==> src/rtl/acr_pkg.sv <==
// ----------------------------------------------------------------------------
// acr_pkg
// Shared widths, item codes and the command type passed from the front end
// through the command queue to the pixel back end of the circle rasterizer.
// ----------------------------------------------------------------------------
package acr_pkg;

    localparam int COORD_BITS  = 13;
    localparam int RADIUS_BITS = 11;
    localparam int PIX_BITS    = 14;

    // decision variable range is about +-2r, plus sign
    localparam int DEC_BITS    = RADIUS_BITS + 3;
    // pixel sums are formed wide and then wrapped to PIX_BITS
    localparam int CALC_BITS   = COORD_BITS + RADIUS_BITS + 2;

    localparam int BEATS       = 8;
    localparam int BEAT_BITS   = $clog2(BEATS);
    localparam logic [BEAT_BITS-1:0] LAST_BEAT = BEAT_BITS'(BEATS - 1);

    localparam int Q_DEPTH     = 2;
    localparam int QPTR_BITS   = $clog2(Q_DEPTH);
    localparam int QCNT_BITS   = $clog2(Q_DEPTH + 1);

    localparam logic KIND_START = 1'b0;
    localparam logic KIND_STEP  = 1'b1;

    typedef logic signed [COORD_BITS-1:0] coord_t;
    typedef logic        [RADIUS_BITS-1:0] ofs_x_t;
    typedef logic signed [RADIUS_BITS:0]   ofs_y_t;
    typedef logic signed [DEC_BITS-1:0]    dec_t;
    typedef logic signed [PIX_BITS-1:0]    pix_t;

    typedef struct packed {
        logic   fin;
        coord_t cx;
        coord_t cy;
        ofs_x_t px;
        ofs_y_t py;
    } cmd_t;

    typedef struct packed {
        logic valid;
        logic full;
    } q_status_t;

endpackage

==> src/rtl/andres_circle_rasterizer.sv <==
// ----------------------------------------------------------------------------
// andres_circle_rasterizer
// Integer circle rasterizer: start beats load a circle, step beats give the
// eight mirrored pixels of the current offset and advance it, or one finished beat once done.
//
//   channel   dir   fields                                        handshake
//   s_*       in    kind, center_x, center_y, radius              valid/ready
//   m_*       out   pixel_x, pixel_y, last_of_step, finished      valid/ready
//
// a start beat gives no output beat
// a step beat gives eight output beats from the output register, one per cycle
// while m_ready is high; a finished step gives one beat
// a two-entry command queue lets the front take beats while pixels drain
// reset is synchronous, active low on aresetn; no circle is loaded after it
// s_ready drops only when the queue is full; m_ready low holds the output beat
// ----------------------------------------------------------------------------
module andres_circle_rasterizer (
    input  logic                aclk,
    input  logic                aresetn,
    input  logic                s_valid,
    output logic                s_ready,
    input  logic                s_kind,
    input  logic signed [acr_pkg::COORD_BITS-1:0] s_center_x,
    input  logic signed [acr_pkg::COORD_BITS-1:0] s_center_y,
    input  logic [acr_pkg::RADIUS_BITS-1:0]       s_radius,
    output logic                m_valid,
    input  logic                m_ready,
    output logic signed [acr_pkg::PIX_BITS-1:0]   m_pixel_x,
    output logic signed [acr_pkg::PIX_BITS-1:0]   m_pixel_y,
    output logic                m_last_of_step,
    output logic                m_finished
);

    acr_pkg::q_status_t q_status;
    acr_pkg::cmd_t      push_cmd;
    acr_pkg::cmd_t      head;
    logic               push;
    logic               pop;

    acr_front u_front (
        .aclk       (aclk),
        .aresetn    (aresetn),
        .s_valid    (s_valid),
        .s_ready    (s_ready),
        .s_kind     (s_kind),
        .s_center_x (s_center_x),
        .s_center_y (s_center_y),
        .s_radius   (s_radius),
        .q_status   (q_status),
        .push       (push),
        .push_cmd   (push_cmd)
    );

    acr_queue u_queue (
        .aclk     (aclk),
        .aresetn  (aresetn),
        .push     (push),
        .push_cmd (push_cmd),
        .pop      (pop),
        .head     (head),
        .status   (q_status)
    );

    acr_back u_back (
        .aclk           (aclk),
        .aresetn        (aresetn),
        .head           (head),
        .q_status       (q_status),
        .pop            (pop),
        .m_valid        (m_valid),
        .m_ready        (m_ready),
        .m_pixel_x      (m_pixel_x),
        .m_pixel_y      (m_pixel_y),
        .m_last_of_step (m_last_of_step),
        .m_finished     (m_finished)
    );

`ifndef SYNTH
    a_no_overflow: assert property (@(posedge aclk) disable iff (!aresetn)
        push |-> !q_status.full)
        else $error("command pushed into a full queue");

    a_no_underflow: assert property (@(posedge aclk) disable iff (!aresetn)
        pop |-> q_status.valid)
        else $error("command popped from an empty queue");

    a_fin_beat: assert property (@(posedge aclk) disable iff (!aresetn)
        (m_valid && m_finished) |->
            (m_last_of_step && (m_pixel_x == '0) && (m_pixel_y == '0)))
        else $error("finished beat not marked last or pixel not zero");

    a_start_no_push: assert property (@(posedge aclk) disable iff (!aresetn)
        (s_valid && s_ready && (s_kind == acr_pkg::KIND_START)) |-> !push)
        else $error("start beat produced a command");
`endif

endmodule

==> src/rtl/acr_front.sv <==
// ----------------------------------------------------------------------------
// acr_front
// Takes input beats, keeps the circle state and advances it by the Andres
// rule on every step until done; each step pushes one command into the queue.
// ----------------------------------------------------------------------------
module acr_front (
    input  logic                 aclk,
    input  logic                 aresetn,
    input  logic                 s_valid,
    output logic                 s_ready,
    input  logic                 s_kind,
    input  acr_pkg::coord_t      s_center_x,
    input  acr_pkg::coord_t      s_center_y,
    input  logic [acr_pkg::RADIUS_BITS-1:0] s_radius,
    input  acr_pkg::q_status_t   q_status,
    output logic                 push,
    output acr_pkg::cmd_t        push_cmd
);

    localparam int RB = acr_pkg::RADIUS_BITS;
    localparam int DB = acr_pkg::DEC_BITS;

    acr_pkg::coord_t cx_reg, cx_next;
    acr_pkg::coord_t cy_reg, cy_next;
    logic [RB-1:0]   r_reg, r_next;
    acr_pkg::ofs_x_t px_reg, px_next;
    acr_pkg::ofs_y_t py_reg, py_next;
    acr_pkg::dec_t   d_reg, d_next;
    logic            active_reg, active_next;

    logic            accept;
    logic            done;
    logic signed [DB-1:0] px_s, py_s, r_s, px2, ry2;

    assign s_ready = !q_status.full;
    assign accept  = s_valid && s_ready;
    assign push    = accept && (s_kind == acr_pkg::KIND_STEP);

    assign px_s = {{(DB-RB){1'b0}}, px_reg};
    assign py_s = {{(DB-RB-1){py_reg[RB]}}, py_reg};
    assign r_s  = {{(DB-RB){1'b0}}, r_reg};
    assign px2  = px_s <<< 1;
    assign ry2  = (r_s - py_s) <<< 1;

    assign done = !active_reg || (py_s < px_s);

    always_comb begin
        push_cmd.fin = done;
        push_cmd.cx  = cx_reg;
        push_cmd.cy  = cy_reg;
        push_cmd.px  = px_reg;
        push_cmd.py  = py_reg;
    end

    always_comb begin
        cx_next     = cx_reg;
        cy_next     = cy_reg;
        r_next      = r_reg;
        px_next     = px_reg;
        py_next     = py_reg;
        d_next      = d_reg;
        active_next = active_reg;
        if (accept) begin
            if (s_kind == acr_pkg::KIND_START) begin
                cx_next     = s_center_x;
                cy_next     = s_center_y;
                r_next      = s_radius;
                px_next     = '0;
                py_next     = {1'b0, s_radius};
                d_next      = {{(DB-RB){1'b0}}, s_radius} - DB'(1);
                active_next = 1'b1;
            end else if (!done) begin
                if (d_reg >= px2) begin
                    d_next  = d_reg - px2 - DB'(1);
                    px_next = px_reg + RB'(1);
                end else if (d_reg < ry2) begin
                    d_next  = d_reg + (py_s <<< 1) - DB'(1);
                    py_next = py_reg - (RB+1)'(1);
                end else begin
                    d_next  = d_reg + ((py_s - px_s - DB'(1)) <<< 1);
                    py_next = py_reg - (RB+1)'(1);
                    px_next = px_reg + RB'(1);
                end
            end
        end
    end

    always_ff @(posedge aclk) begin
        if (!aresetn) begin
            cx_reg     <= '0;
            cy_reg     <= '0;
            r_reg      <= '0;
            px_reg     <= '0;
            py_reg     <= '0;
            d_reg      <= '0;
            active_reg <= 1'b0;
        end else begin
            cx_reg     <= cx_next;
            cy_reg     <= cy_next;
            r_reg      <= r_next;
            px_reg     <= px_next;
            py_reg     <= py_next;
            d_reg      <= d_next;
            active_reg <= active_next;
        end
    end

endmodule

==> src/rtl/acr_queue.sv <==
// ----------------------------------------------------------------------------
// acr_queue
// Two-entry command queue between the front end and the pixel back end.
// ----------------------------------------------------------------------------
module acr_queue (
    input  logic                aclk,
    input  logic                aresetn,
    input  logic                push,
    input  acr_pkg::cmd_t       push_cmd,
    input  logic                pop,
    output acr_pkg::cmd_t       head,
    output acr_pkg::q_status_t  status
);

    acr_pkg::cmd_t mem [acr_pkg::Q_DEPTH];

    logic [acr_pkg::QPTR_BITS-1:0] wr_ptr_reg, wr_ptr_next;
    logic [acr_pkg::QPTR_BITS-1:0] rd_ptr_reg, rd_ptr_next;
    logic [acr_pkg::QCNT_BITS-1:0] count_reg, count_next;

    assign head         = mem[rd_ptr_reg];
    assign status.valid = (count_reg != '0);
    assign status.full  = (count_reg == acr_pkg::QCNT_BITS'(acr_pkg::Q_DEPTH));

    always_comb begin
        wr_ptr_next = wr_ptr_reg;
        rd_ptr_next = rd_ptr_reg;
        count_next  = count_reg;
        if (push) begin
            wr_ptr_next = wr_ptr_reg + acr_pkg::QPTR_BITS'(1);
        end
        if (pop) begin
            rd_ptr_next = rd_ptr_reg + acr_pkg::QPTR_BITS'(1);
        end
        if (push && !pop) begin
            count_next = count_reg + acr_pkg::QCNT_BITS'(1);
        end else if (pop && !push) begin
            count_next = count_reg - acr_pkg::QCNT_BITS'(1);
        end
    end

    always_ff @(posedge aclk) begin
        if (push) begin
            mem[wr_ptr_reg] <= push_cmd;
        end
    end

    always_ff @(posedge aclk) begin
        if (!aresetn) begin
            wr_ptr_reg <= '0;
            rd_ptr_reg <= '0;
            count_reg  <= '0;
        end else begin
            wr_ptr_reg <= wr_ptr_next;
            rd_ptr_reg <= rd_ptr_next;
            count_reg  <= count_next;
        end
    end

endmodule

==> src/rtl/acr_back.sv <==
// ----------------------------------------------------------------------------
// acr_back
// Walks the eight octant mirrors of the queue head, one pixel per beat,
// into the output register; a finished command gives a single beat.
// ----------------------------------------------------------------------------
module acr_back (
    input  logic                aclk,
    input  logic                aresetn,
    input  acr_pkg::cmd_t       head,
    input  acr_pkg::q_status_t  q_status,
    output logic                pop,
    output logic                m_valid,
    input  logic                m_ready,
    output acr_pkg::pix_t       m_pixel_x,
    output acr_pkg::pix_t       m_pixel_y,
    output logic                m_last_of_step,
    output logic                m_finished
);

    localparam int CB = acr_pkg::CALC_BITS;
    localparam int KB = acr_pkg::COORD_BITS;
    localparam int RB = acr_pkg::RADIUS_BITS;
    localparam int PB = acr_pkg::PIX_BITS;

    logic [acr_pkg::BEAT_BITS-1:0] beat_reg, beat_next;
    logic                          valid_reg, valid_next;
    acr_pkg::pix_t                 x_reg, x_next;
    acr_pkg::pix_t                 y_reg, y_next;
    logic                          last_reg, last_next;
    logic                          fin_reg, fin_next;

    logic                 load;
    logic                 last_beat;
    logic signed [CB-1:0] cx_w, cy_w, px_w, py_w, a_w, b_w, x_w, y_w;

    assign load      = q_status.valid && (!valid_reg || m_ready);
    assign last_beat = head.fin || (beat_reg == acr_pkg::LAST_BEAT);
    assign pop       = load && last_beat;

    assign cx_w = {{(CB-KB){head.cx[KB-1]}}, head.cx};
    assign cy_w = {{(CB-KB){head.cy[KB-1]}}, head.cy};
    assign px_w = {{(CB-RB){1'b0}}, head.px};
    assign py_w = {{(CB-RB-1){head.py[RB]}}, head.py};

    // odd beats swap the roles of x and y offsets; bit 1 flips x, bit 2 flips y
    assign a_w = beat_reg[0] ? py_w : px_w;
    assign b_w = beat_reg[0] ? px_w : py_w;
    assign x_w = beat_reg[1] ? (cx_w - a_w) : (cx_w + a_w);
    assign y_w = beat_reg[2] ? (cy_w - b_w) : (cy_w + b_w);

    always_comb begin
        beat_next  = beat_reg;
        valid_next = valid_reg;
        x_next     = x_reg;
        y_next     = y_reg;
        last_next  = last_reg;
        fin_next   = fin_reg;
        if (load) begin
            valid_next = 1'b1;
            last_next  = last_beat;
            fin_next   = head.fin;
            if (head.fin) begin
                x_next = '0;
                y_next = '0;
            end else begin
                x_next = x_w[PB-1:0];
                y_next = y_w[PB-1:0];
            end
            beat_next = last_beat ? '0 : beat_reg + acr_pkg::BEAT_BITS'(1);
        end else if (m_ready) begin
            valid_next = 1'b0;
        end
    end

    always_ff @(posedge aclk) begin
        if (!aresetn) begin
            beat_reg  <= '0;
            valid_reg <= 1'b0;
        end else begin
            beat_reg  <= beat_next;
            valid_reg <= valid_next;
        end
    end

    always_ff @(posedge aclk) begin
        x_reg    <= x_next;
        y_reg    <= y_next;
        last_reg <= last_next;
        fin_reg  <= fin_next;
    end

    assign m_valid        = valid_reg;
    assign m_pixel_x      = x_reg;
    assign m_pixel_y      = y_reg;
    assign m_last_of_step = last_reg;
    assign m_finished     = fin_reg;

endmodule
==> config.mk <==
export PLATFORM = sky130hd
export DESIGN_NAME = andres_circle_rasterizer
export DESIGN_NICKNAME = d
export VERILOG_FILES = /design/src/rtl/acr_pkg.sv /design/src/rtl/andres_circle_rasterizer.sv /design/src/rtl/acr_front.sv /design/src/rtl/acr_queue.sv /design/src/rtl/acr_back.sv
export SDC_FILE = /design/constraint.sdc
export NUM_CORES = 1
export LEC_CHECK = 0
export BUFFER_PORTS_ARGS = -buffer_cell sky130_fd_sc_hd__buf_2
export CAP_MARGIN = 20
export CORE_ASPECT_RATIO = 0.75
export CORE_MARGIN = 2
export CORE_UTILIZATION = 60
export CTS_BUF_LIST = sky130_fd_sc_hd__clkbuf_2
export DETAILED_ROUTE_END_ITERATION = 16
export PLACE_DENSITY = 0.78
export SYNTH_ARGS = -nofsm -noshare
export SYNTH_HDL_FRONTEND = slang
export SYNTH_SLANG_ARGS = --single-unit
==> constraint.sdc <==
create_clock -name aclk -period 5.2 [get_ports aclk]
set_clock_uncertainty 0.2 [all_clocks]
set_input_delay 0.78 -clock aclk [delete_from_list [all_inputs] [get_ports aclk]]
set_output_delay 0.78 -clock aclk [all_outputs]
set_load 0.02 [all_outputs]
==> results of run 1 <==
[power by group]
group / internal, mW / switching (mW) / leakage (nW)
combinational: 2.39 / 3.29 / 3.98
sequential: 2.18 / 0.211 / 1.92
clock: 0.468 / 0.705 / 0.382
[routing by layer]
layer / routed length [microns] / GRT usage [%]
met5: 0 / 0
met4: 694 / 7.77
met3: 3340 / 6.40
met2: 15200 / 43.9
met1: 16100 / 43.2
[worst max-delay path by stage]
stage,slack [ps],to,depth (start not counted),startpoint
after floorplan,780,u_front.d_reg[5],20,u_front.py_reg[2]
after global placement,450,u_front.d_reg[3],20,u_front.py_reg[2]
after detailed placement,380,u_front.d_reg[4],20,u_front.py_reg[2]
after CTS,310,u_front.d_reg[3],20,u_front.py_reg[2]
after global routing,50,u_front.d_reg[3],19,u_front.py_reg[1]
final,390,u_front.d_reg[3],19,u_front.py_reg[1]
[logic make-up (layout without fill, tap and decap cells)]
logic type               after synthesis  in the layout  synth area share (%)
flip-flops                           214            214                  40.5
AO/OA/AOI/OAI                        317            317                  15.7
XOR/XNOR                             108            108                  6.91
buffers and inverters                150            322                  4.69
multiplexers                          70             70                  7.60
other                                  0              1                     0
AND/OR/NAND/NOR                      387            387                  13.0
adder cells (fa/ha/maj)              124            124                  11.6
[worst max-delay path, delay by kind of cell, from the launching register on]
kind	cells	cell delay (ps)
AOI/OAI and AO/OA	9	2130
adders and majority gates	2	620
DFF	1	530
and+or+nand+nor	4	480
buffers and inverters	2	380
muxes	1	190
xor gates and xnor gates	1	150
[per-stage QoR]
stage | setup WS [ps] | std cells
4_1_cts | 314 | 1841
6_report | 393 | 1843
3_5_place_dp | 378 | 1713
2_1_floorplan | 785 | 1370
3_3_place_gp | 449 | 1713
5_1_grt | 54.7 | 1843
[area by class of cell]
type | count | area, sq um
diodes | 1 | 2.50
clock buffers | 82 | 410
clock inverters | 16 | 92.6
fillers | 1827 | 7510
inverters | 102 | 383
multi-input cells | 1006 | 7580
flip-flops and latches | 214 | 5590
well taps | 300 | 375
repair buffers | 122 | 815
[placed cells by master (no fill, tap or decap), types with 10 or more instances in the layout]
cell type | Yosys | final
nand2_1 | 143 | 143
edfxtp_1 | 130 | 130
ha_1 | 117 | 117
inv_1 | 102 | 102
nor2_1 | 96 | 94
clkbuf_2 | 0 | 82
dfxtp_1 | 84 | 82
buf_2 | 3 | 73
a21oi_1 | 72 | 72
xnor2_1 | 67 | 67
o21ai_0 | 49 | 48
a21boi_0 | 46 | 46
xor2_1 | 40 | 40
dlygate4sd3_1 | 0 | 31
mux2_2 | 29 | 29
nand3_1 | 27 | 27
nor3_1 | 27 | 27
a21o_1 | 25 | 25
mux2i_1 | 19 | 19
nor2b_1 | 18 | 18
buf_4 | 1 | 17
o21bai_1 | 16 | 16
a211oi_1 | 14 | 14
or3_1 | 12 | 12
a31oi_1 | 12 | 12
clkinv_1 | 0 | 12
mux4_2 | 11 | 11
o21a_1 | 11 | 11
o211ai_1 | 11 | 11
and2_1 | 10 | 10
nand4_1 | 10 | 10
[what timing repair did]
action                                  CTS  global route
endpoints found under the hold margin    30             1
hold buffers                             30             1
endpoints found under the setup margin    0            18
resized for setup                         0             4
==> out/results.tsv, run 1 <==
metric	value	unit
Rel. slew slack	32.7	%
unrepaired setup endpoints after global routing	false	
post-synthesis cell count	1370	
IO Port Bufs	73	
clk buf depth	3	
1st-iter DRT viols	1073	
Worst Hold Depth	3	
Crit Reg-Reg Startpoint	u_front.py_reg[1]	
Final Cell Area	15200	sq um
Hold Path End	u_front.r_reg[7]	
GP Congestion	0.979	
Net Count, Synth	1536	
top cells by count, synth	nand2_1, edfxtp_1, ha_1	
DRC	0	
Area Overhead vs Synth	10.6	%
post-synthesis cell type count	79	
CTS tree	yes	
TritonCTS Buffers	53	
largest net degree at the start of global routing	54	
CORE AREA	22800	sq um
post-layout min period	4810	ps
Hold WS	45.2	ps
routed len/inst	19.2	microns
Synth Warn #	0	
die width	179	microns
total of max-cap violations	0	
setup TNS	0	ps
worst skew pair latency	860	ps
worst reg2reg endpoint	u_front.d_reg[3]	
total grt overflow	0	
sequential area share after synthesis	40.5	%
fmax	208	MHz
max incr delay on CP	530	ps
Initial Util	60.6	%
peak supply drop	0.359	mV
Setup Viol. Count Final	0	
main flop type after synthesis	edfxtp_1	
Synth Area per Inst	10.1	sq um
leading area contributor after synthesis	edfxtp_1	
Setup Fix Bufs, Post-CTS	0	
register bit total from synthesis	214	
nature of the critical path endpoint	flip-flop	
Arrival @ worst endpoint	5360	ps
worst endpoint required time	5750	ps
synthesized area	13800	sq um
final core utilization	67.0	%
I/O pins	74	
via count	11100	
worst-margin pin slew	1010	ps
EDFF count, synth	130	
share of cells above drive strength 1	16.1	%
max-slew violation count	0	
final-stage net count	1665	
Die Y	135	microns
R2R Setup Slk	390	ps
status	complete, no violations	
final hold violations	0	
Pleak	6.28	nW
CP startpoint kind	flip-flop	
Largest Register	u_queue.mem	
top cell type's share of synthesized area	28.3	%
total power	9.24	mW
clk slew on worst S/H paths	100	ps
Die ar.	24200	sq um
# clock sinks	214	
most numerous cell in the Yosys netlist	nand2_1	
top cells by area, synth	edfxtp_1, dfxtp_1, ha_1, xnor2_1, nand2_1	
Min-Delay Startpoint	s_radius[7]	
fraction of registers with async set/reset	0	%
R2R depth	19	
Worst Path Max Fanout	15	
CTS root buf	clkbuf_2	
first-pass GRT wire length	54700	microns
max FFs per register	100	
slowest stage cell, crit path	dfxtp_1	
Row Count	48	
vias in the first global route	10300	
crit path kind	flip-flop to flip-flop	
DRT Pass-1 Iters	7	
Post-DRT Antenna Nets	0	
routed wire length	35300	microns
period utilization	92.4	%
DP HPWL	25800	microns
CTS H-tree lvls	2	
Global Route Usage Sum	29.4	%
Pwr Density	606	nW/um^2
hold crit path type	primary input to flip-flop	
ordered cell list for the critical path	inv_1, ha_1, nor2b_1, o21a_1, o21ai_0, nand2_1, a31o_2, a2111oi_0, o21bai_1, xnor2_1, ha_1, a211oi_1, nand4b_1, o311ai_2, buf_6, mux2i_1, o21ai_0, a221oi_1, nor2b_1	
Vias/cell	6.00	
placed cell area	14400	sq um
initial antenna violation count	1	
No activity file was read; power rests on OpenSTA's default activity.
==> run 2: changes to the inputs <==
--- a/config.mk
+++ b/config.mk
@@ -5,6 +5,7 @@
 export SDC_FILE = /design/constraint.sdc
 export NUM_CORES = 1
 export LEC_CHECK = 0
+export ABC_AREA = 1
 export BUFFER_PORTS_ARGS = -buffer_cell sky130_fd_sc_hd__buf_2
 export CAP_MARGIN = 20
 export CORE_ASPECT_RATIO = 0.75
==> run 2 against run 1 <==
Sequential cell count did not move. Sequential power increased by 6%. Utilization fell by 0.52 points. Largest cell class unchanged.
==> out/results.tsv, run 2 <==
metric	value	unit	change
Row Count	49		+2.1%
nature of the critical path endpoint	flip-flop		
final-stage net count	2176		+31%
Setup Viol. Count Final	0		unchanged
Pleak	7.51	nW	+20%
most numerous cell in the Yosys netlist	nand2_1		
main flop type after synthesis	edfxtp_1		
unrepaired setup endpoints after global routing	false		
fmax	216	MHz	+4.0%
Global Route Usage Sum	31.6	%	+2.3 points
number of gates resized after cts	0		unchanged
setup TNS	0	ps	unchanged
crit path kind	flip-flop to flip-flop		
GP Congestion	0.990		+1.1%
max FFs per register	100		unchanged
total grt overflow	0		unchanged
EDFF count, synth	130		unchanged
first-pass GRT wire length	63300	microns	+16%
R2R depth	26		+7
hold crit path type	primary input to flip-flop		
final hold violations	0		unchanged
post-layout min period	4620	ps	-187 ps
top cells by area, synth	edfxtp_1, nand2_1, dfxtp_1, ha_1, inv_1		
routed len/inst	17.0	microns	-11%
Crit Reg-Reg Startpoint	u_front.py_reg[1]		
routed wire length	40200	microns	+14%
CP startpoint kind	flip-flop		
Worst Path Max Fanout	18		+3
CTS root buf	clkbuf_2		
post-synthesis cell type count	56		-29%
share of cells above drive strength 1	10.2	%	-5.9 points
Synth Warn #	0		unchanged
R2R Setup Slk	580	ps	+190 ps
Min-Delay Startpoint	s_radius[7]		
CTS H-tree lvls	2		unchanged
max-slew violation count	0		unchanged
post-synthesis cell count	1896		+38%
worst endpoint required time	5680	ps	-70 ps
met2 wire length	16400	microns	+7.4%
top cell type's share of synthesized area	27.1	%	-1.2 points
status	complete, no violations		
initial antenna violation count	1		unchanged
clk slew on worst S/H paths	120	ps	+20 ps
area of the multi-input gates	7710	sq um	+1.7%
sequential area share after synthesis	38.7	%	-1.8 points
leading area contributor after synthesis	edfxtp_1		
TritonCTS Buffers	52		-1.9%
I/O pins	74		unchanged
hold-fix buffers at CTS	27		-10%
Initial Util	60.6	%	about the same
most frequent cells in the layout	nand2_1, inv_1, nor2_1		
Die Y	138	microns	+2.2%
DP HPWL	29700	microns	+15%
peak supply drop	0.461	mV	+28%
vias in the first global route	12100		+17%
clk buf depth	3		unchanged
Net Count, Synth	2062		+34%
Vias/cell	5.60		-6.6%
top cells by count, synth	nand2_1, inv_1, nor2_1		
period utilization	88.9	%	-3.6 points
FF/Latch Area	5590	sq um	about the same
via count	13200		+20%
Synth Area per Inst	7.60	sq um	-24%
DRC	0		unchanged
1st-iter DRT viols	1601		+49%
Area Overhead vs Synth	9.69	%	
top layer in use	met4		
worst skew pair latency	830	ps	-30 ps
CORE AREA	23800	sq um	+4.5%
met3 WL	4510	microns	+35%
fill cell count	2047		+12%
met1 wire length	18800	microns	+17%
Hold WS	77.6	ps	+32.4 ps
Rel. slew slack	31.1	%	-1.6 points
Hold Path End	u_front.r_reg[7]		
Arrival @ worst endpoint	5100	ps	-260 ps
register bit total from synthesis	214		unchanged
total of max-cap violations	0		unchanged
Setup Fix Bufs, Post-CTS	0		unchanged
# clock sinks	214		unchanged
synthesized area	14400	sq um	+4.5%
largest net degree at the start of global routing	53		-1.9%
Worst Hold Depth	3		unchanged
Die ar.	25300	sq um	+4.4%
Post-DRT Antenna Nets	0		unchanged
most common cell after layout, fill and taps aside	nand2_1		
Largest Register	u_queue.mem		
worst-margin pin slew	1030	ps	+24.3 ps
fraction of registers with async set/reset	0	%	unchanged
IO Port Bufs	73		unchanged
worst reg2reg endpoint	u_front.px_reg[1]		
Pwr Density	727	nW/um^2	+20%
CTS tree	yes		
die width	183	microns	+2.2%
DRT Pass-1 Iters	6		-1
## run 2: cell count changes after synthesis, moves of 17 or more
cell      delta
a21o_1      -17
o21ai_0     +50
mux2_2      -29
xnor2_1     -38
a21oi_1     +76
a21boi_0    -45
nor2b_1     -17
o21ai_1     +19
nand3_1     +99
inv_1      +118
nor2_1      +88
nand2_1    +360
## run 2: layout make-up
class	instances	area share, %
Clock inverter	23	0.957
Clock buffer	74	2.34
Multi-Input combinational cell	1400	48.8
Tap cell	306	2.42
Timing Repair Buffer	111	4.67
Sequential cell	214	35.3
Inverter	231	5.51
Antenna cell	1	0.0158
## run 2: routing by layer
metal | global-route usage (%) | vias up
li1 | - | 6518
met1 | 49.2 | 6014
met2 | 45.4 | 642
met3 | 6.11 | 51
met4 | 6.86 | 0
met5 | 0 | -
## run 2: logic make-up (layout without fill, tap and decap cells)
group                    count (synthesis)  after routing  share of synthesized area, %
AND/OR/NAND/NOR                        872            872                          24.9
AO/OA/AOI/OAI                          321            321                          12.2
buffers and inverters                  282            439                          7.96
flip-flops                             214            214                          38.7
adder cells (fa/ha/maj)                124            124                          11.1
XOR/XNOR                                80             80                          4.86
multiplexers                             3              3                         0.208
other                                    0              1                             0
## run 2: how the worst max path moves through the flow
| stage | startpoint | to | cells past startpoint |
|---|---|---|---|
| 6_report | u_front.py_reg[1] | u_front.px_reg[1] | 26 |
| 5_1_grt | u_front.py_reg[1] | u_front.px_reg[3] | 26 |
| 4_1_cts | u_front.py_reg[1] | u_front.px_reg[1] | 26 |
| 3_5_place_dp | u_front.py_reg[1] | u_front.px_reg[1] | 26 |
| 3_3_place_gp | u_front.py_reg[1] | u_front.px_reg[1] | 26 |
| 2_1_floorplan | s_kind | u_queue.mem[0][0] | 5 |
## run 2: per-stage QoR
stage	instance area, sq um	power [mW]	setup WS (ps)	utilization [%]	instances
6_report	15800	11.5	580	66.5	2360
5_1_grt	15800	12.5	9.55	66.5	2360
4_1_cts	15800	11.3	608	66.3	2358
3_5_place_dp	15000	10.1	659	63.0	2234
3_3_place_gp	15000	9.95	744	63.0	2234
2_1_floorplan	14400	8.22	1220	-	1896
## run 2: worst max-delay path, stage by stage, from the launching register on
cell and delay [ps]:
dfxtp_1 560, inv_1 170, ha_1 310, nand2_1 40, o21ai_0 350, a21oi_1 180
o21ai_0 300, nand2_1 80, nand2_1 70, a21oi_1 70, nand2_1 70, nand2_1 60
ha_1 260, nand2_1 80, inv_1 40, nand2_1 50, nand2_1 40, a21oi_1 190
nand2_1 100, nand2_2 170, nand2_4 170, inv_4 120, nand3_2 280, nand2_2 320
nand2_1 80, nand2_1 70, nor2_1 40
## run 2: where the power goes
group          total, mW  internal [mW]  switching (mW)
registers           2.53           2.24           0.284
clock network       1.22          0.494           0.722
logic               7.76           2.65            5.10
